`src/abkf_pkg.sv`:
```
// Shared types, register indexes and arithmetic helpers for the angle/bias Kalman filter.
package abkf_pkg;

    localparam int RegW = 31;
    localparam int DataW = 32;
    localparam int AddrW = 4;

    localparam logic [1:0] REG_ANGLE_NOISE = 2'd0;
    localparam logic [1:0] REG_BIAS_NOISE = 2'd1;
    localparam logic [1:0] REG_MEAS_NOISE = 2'd2;
    localparam logic [1:0] REG_STEP = 2'd3;

    localparam logic [RegW-1:0] ANGLE_NOISE_RST = 31'd1073742;
    localparam logic [RegW-1:0] BIAS_NOISE_RST = 31'd3221225;
    localparam logic [RegW-1:0] MEAS_NOISE_RST = 31'd32212255;
    localparam logic [RegW-1:0] STEP_RST = 31'd10737418;

    // datapath operations issued by the controller
    localparam logic [4:0] OP_NONE = 5'd0;
    localparam logic [4:0] OP_LOAD = 5'd1;
    localparam logic [4:0] OP_M_RATE = 5'd2;   // prod = rate*dt
    localparam logic [4:0] OP_ANGLE = 5'd3;    // angle += prod
    localparam logic [4:0] OP_M_DTBB = 5'd4;   // prod = dt*cov_bb
    localparam logic [4:0] OP_T = 5'd5;        // t, keep dt*bb
    localparam logic [4:0] OP_M_DTT = 5'd6;    // prod = dt*t
    localparam logic [4:0] OP_AA = 5'd7;
    localparam logic [4:0] OP_M_BN = 5'd8;     // prod = bias_noise*dt
    localparam logic [4:0] OP_BB = 5'd9;       // cov_bb, ab, ba; S; y
    localparam logic [4:0] OP_DIV_START = 5'd10;
    localparam logic [4:0] OP_DIV_STEP = 5'd11;
    localparam logic [4:0] OP_DIV_DONE = 5'd12;
    localparam logic [4:0] OP_M_K0Y = 5'd13;
    localparam logic [4:0] OP_UP_ANGLE = 5'd14;
    localparam logic [4:0] OP_M_K1Y = 5'd15;
    localparam logic [4:0] OP_UP_BIAS = 5'd16;
    localparam logic [4:0] OP_M_K0AA = 5'd17;
    localparam logic [4:0] OP_UP_AA = 5'd18;
    localparam logic [4:0] OP_M_K0AB = 5'd19;
    localparam logic [4:0] OP_UP_AB = 5'd20;
    localparam logic [4:0] OP_M_K1AA = 5'd21;
    localparam logic [4:0] OP_UP_BA = 5'd22;
    localparam logic [4:0] OP_M_K1AB = 5'd23;
    localparam logic [4:0] OP_UP_BB = 5'd24;

    typedef struct packed {
        logic [4:0] op;
        logic       div_sel;   // 0: gain k0, 1: gain k1
    } t_cmd;

    typedef struct packed {
        logic div_done;
    } t_status;

    function automatic logic signed [31:0] sat32(input logic signed [34:0] v);
        logic signed [31:0] r;
        if (v > 35'sd2147483647) begin
            r = 32'sh7fffffff;
        end else if (v < -35'sd2147483648) begin
            r = 32'sh80000000;
        end else begin
            r = v[31:0];
        end
        return r;
    endfunction

    // round half up, drop 30 fraction bits; 64-bit product gives a 34-bit result
    function automatic logic signed [33:0] rnd30(input logic signed [63:0] p);
        logic signed [64:0] s;
        s = {p[63], p} + 65'sd536870912;
        return s[63:30];
    endfunction

endpackage

```
`src/abkf_ctrl.sv`:
```
// Sequencer for the predict and update steps of the angle/bias Kalman filter.
module abkf_ctrl (
    input  logic                 i_clk,
    input  logic                 i_rst_n,
    input  logic                 i_in_valid,
    output logic                 o_in_ready,
    output logic                 o_out_valid,
    input  logic                 i_out_ready,
    input  abkf_pkg::t_status    i_status,
    output abkf_pkg::t_cmd       o_cmd
);

    localparam logic [1:0] S_IDLE = 2'd0;
    localparam logic [1:0] S_RUN = 2'd1;
    localparam logic [1:0] S_DIV = 2'd2;
    localparam logic [1:0] S_OUT = 2'd3;

    logic [1:0] r_state, n_state;
    logic [4:0] r_op, n_op;
    logic       r_sel, n_sel;

    assign o_in_ready = (r_state == S_IDLE);
    assign o_out_valid = (r_state == S_OUT);

    always_comb begin
        n_state = r_state;
        n_op = r_op;
        n_sel = r_sel;
        o_cmd.op = abkf_pkg::OP_NONE;
        o_cmd.div_sel = r_sel;
        case (r_state)
            S_IDLE: begin
                if (i_in_valid) begin
                    o_cmd.op = abkf_pkg::OP_LOAD;
                    n_op = abkf_pkg::OP_M_RATE;
                    n_state = S_RUN;
                end
            end
            S_RUN: begin
                o_cmd.op = r_op;
                if (r_op == abkf_pkg::OP_DIV_START) begin
                    n_state = S_DIV;
                end else if (r_op == abkf_pkg::OP_DIV_DONE) begin
                    if (r_sel) begin
                        n_sel = 1'b0;
                        n_op = abkf_pkg::OP_M_K0Y;
                    end else begin
                        n_sel = 1'b1;
                        n_op = abkf_pkg::OP_DIV_START;
                    end
                end else if (r_op == abkf_pkg::OP_UP_BB) begin
                    n_state = S_OUT;
                end else begin
                    n_op = r_op + 5'd1;
                end
            end
            S_DIV: begin
                o_cmd.op = abkf_pkg::OP_DIV_STEP;
                if (i_status.div_done) begin
                    n_op = abkf_pkg::OP_DIV_DONE;
                    n_state = S_RUN;
                end
            end
            S_OUT: begin
                if (i_out_ready) begin
                    n_state = S_IDLE;
                end
            end
            default: begin
                n_state = S_IDLE;
            end
        endcase
    end

    always_ff @(posedge i_clk) begin
        if (!i_rst_n) begin
            r_state <= S_IDLE;
            r_op <= abkf_pkg::OP_NONE;
            r_sel <= 1'b0;
        end else begin
            r_state <= n_state;
            r_op <= n_op;
            r_sel <= n_sel;
        end
    end

endmodule

```
`config.mk`:
```
export PLATFORM = sky130hd
export DESIGN_NAME = abkf_ctrl
export DESIGN_NICKNAME = d
export VERILOG_FILES = /design/src/abkf_pkg.sv /design/src/abkf_ctrl.sv
export SDC_FILE = /design/constraint.sdc
export NUM_CORES = 1
export LEC_CHECK = 0
export BUFFER_PORTS_ARGS = -buffer_cell sky130_fd_sc_hd__buf_2
export CELL_PAD_IN_SITES_DETAIL_PLACEMENT = 1
export CELL_PAD_IN_SITES_GLOBAL_PLACEMENT = 1
export CORE_UTILIZATION = 39
export CTS_BUF_LIST = sky130_fd_sc_hd__clkbuf_16
export DETAILED_ROUTE_END_ITERATION = 8
export GPL_TIMING_DRIVEN = 0
export PLACE_DENSITY_LB_ADDON = 0.1
export SYNTH_ARGS = -nofsm -noshare
export SYNTH_HDL_FRONTEND = slang
export SYNTH_SLANG_ARGS = --single-unit
```
`constraint.sdc`:
```
create_clock -name i_clk -period 2.6 [get_ports i_clk]
set_input_delay 0.13 -clock i_clk [delete_from_list [all_inputs] [get_ports i_clk]]
set_output_delay 0.13 -clock i_clk [all_outputs]
set_load 0.01 [all_outputs]
```
==> metrics <==
critical path data required time=about 2.7 ns; average vias per placed instance=5.31; insertion delay to the later sink of the worst-skew pair=0.23 ns; number of post-CTS setup repair buffers=0; Pwr Density=a little under 600 nW/µm²; CTS HTree Levels=1; number of endpoints with negative hold slack in the final report=0; TritonCTS Buffers=3; max-cap violations=0; share of the clock period used by the worst path=86.6%; clock root buffer=clkbuf_16; CTS tree=built; synthesized netlist cell count=between 80 and 90; die outline area=1980 µm²; nets in the synthesized netlist=99; Port Buffer Count=11; netlist area before placement=~710 µm²; GRT overflow=0; clock-pin transition on the worst setup and hold timing paths=0.04 ns; initial core utilization=just over 40%; global-route usage over all layers=approximately 22%; type of destination of the critical path=flop; worst slew margin relative to its limit=roughly 60%; largest net degree at the start of global routing=11; chain of cells forming the critical path=inv_1 -> ha_1 -> clkbuf_1 -> and3b_1 -> a2111oi_4 -> mux2i_1 -> a21oi_1; final setup TNS=0 ns; drt first pass iters=4; horizontal die dimension=about 45 µm; Yosys top cell by area=dfxtp_1; peak clock frequency supported by timing=~440 MHz; number of synthesized register bits=8; Avg Synthesized Cell Area=approximately 8 µm²; HPWL after detailed placement=1320 µm; cts hold-fix bufs=0; biggest fanout along the worst timing path=8; via count of the routed design=between 600 and 700; top-area cell type share of the netlist area=between 20% and 30%; placed insts=about 120; utilization after layout=around 50%; result of the run=finished, final reports clean; leakage power=approximately 0.00043 µW; worst path arrival time=around 2.4 ns; non-filler cells in the finished layout=between 100 and 150; transition at the pin with the smallest max-transition slack=0.614 ns; Resized Gates After CTS=0; category of the worst setup path launch point=flop; number of antenna violations at the first check in global routing=0; top cells by area in the synthesized netlist=dfxtp_1 23%, ha_1 14%, a21oi_1 4.3%; Yosys Warn Count=0; sequential element share of the synthesized area=a little under a quarter; synth unique cells=35; DRC violations left=0; Layout area overhead=22.9%; leading cell type in the layout, fill and taps excluded=buf_2; Final Critical Period=2.25 ns; worst slack at placement=between 0.3 and 0.4 ns; number of endpoints failing setup at the final stage=0; die outline height=between 40 and 50 µm; number of nets still failing antenna checks after routing=0; NumNets Final=roughly 120; deepest clock path buffer count=2; setup repair after global routing missed its margin=false; CP max stage cell=a2111oi_4; routed length per placed instance=about 14 µm; final setup skew=about 0.00042 ns; Placement Rows=15; share of cells above drive strength 1=between 20% and 30%; Detailed Route WL=about 1800 µm; post-route worst setup slack=approximately 0.35 ns; IR drop worst, VDD=0.537 mV; worst hold slack across all endpoints=slightly below 0.3 ns; global-route wire length before repair=3040 µm; weighted congestion reported at the end of routability-driven placement=~0.74; number of sinks on the clock net=8; violation count after the first detailed-route iteration=8; top-level port count=13; antenna diode count=0; CP Class=flop to flop; Max Slew Vio Count=0; max incr delay on CP=around 0.64 ns; placeable core region=about 1700 µm²; worst min path class=primary input to flop; top library cells by usage in the layout, fill and taps aside=11 x buf_2, 8 x inv_1, 8 x ha_1, 8 x dfxtp_1, 7 x nand2_1; number of global-route vias before repair=~660
report_power, final:
group | internal, µW | switching [µW] | total (µW)
Combinational | 46.7 | 65.5 | 112
Clock | 198 | 59.3 | 257
Sequential | 130 | 11.3 | 142
per-stage QoR:
| step | area [µm²] | total power [µW] |
|---|---|---|
| 2_1_floorplan | 706 | 223 |
| 3_3_place_gp | 792 | 252 |
| 3_5_place_dp | 792 | 255 |
| 4_1_cts | 867 | 520 |
| 5_1_grt | 867 | 538 |
| 6_report | 867 | 511 |
critical path: cells and delay by family (launching register included):
kind | cells | cell delay, ns
buffers and inverters | 2 | 0.29
muxes | 1 | 0.27
and+or+nand+nor | 1 | 0.25
DFF | 1 | 0.40
AOI/OAI and AO/OA | 2 | 0.73
adders and majority gates | 1 | 0.19
flip-flops by register name, indices dropped and copies added (netlist names):
name / cells
r_op: 5
r_sel: 1
r_state: 2
cells by family (layout without fill, tap and decap cells):
family                   count (synthesis)  in the layout  synth area share (%)
AO/OA/AOI/OAI                           19             19                  21.6
multiplexers                             4              4                  6.38
XOR/XNOR                                 2              2                  2.48
flip-flops                               8              8                  22.7
AND/OR/NAND/NOR                         32             32                  25.2
buffers and inverters                   13             27                  7.45
adder cells (fa/ha/maj)                  8              8                  14.2
path summary, 6_finish.rpt:
check        depth (start not counted)          to        from  slack, ns
max                                  7     r_op[0]  r_state[1]       0.35
min                                  2  r_state[1]     i_rst_n       0.30
max reg2reg                          7     r_op[0]  r_state[1]       0.35
min reg2reg                          2  r_state[0]  r_state[0]       0.55
synth_stat cells:
master / number
inv_1: 8
xor2_1: 1
nor2_1: 4
clkbuf_1: 3
nand4_1: 1
nand2_1: 7
a31o_2: 1
nor4_1: 1
mux2i_1: 3
nand2b_1: 3
buf_1: 1
a211o_1: 1
and2b_2: 1
and2_1: 1
o211a_1: 2
nor3_1: 1
a21oi_1: 6
a21o_1: 2
o22ai_1: 2
o21a_1: 1
o21ai_0: 1
and2_2: 1
and3b_1: 1
nand4b_1: 1
a221oi_1: 1
o32ai_1: 1
buf_4: 1
nand3_1: 6
xnor2_1: 1
a2111oi_4: 1
nor2b_1: 3
ha_1: 8
and4b_2: 1
dfxtp_1: 8
mux2_4: 1
layout make-up:
class	count	area, µm²
inverters	8	30.0
plain buffers	5	22.5
fillers	205	841
flip-flops and latches	8	160
repair buffers	11	55.1
well taps	25	31.3
multi-input cells	65	493
clock buffers	3	75.1
routing by layer:
| metal | GRT usage (%) | share of wire, % |
|---|---|---|
| met1 | 23.9 | 46 |
| met2 | 37.6 | 49 |
| met3 | 7.35 | 3.1 |
| met4 | 9.09 | 1.7 |
| met5 | 0 | 0 |
(Power assumes the default switching activity.)
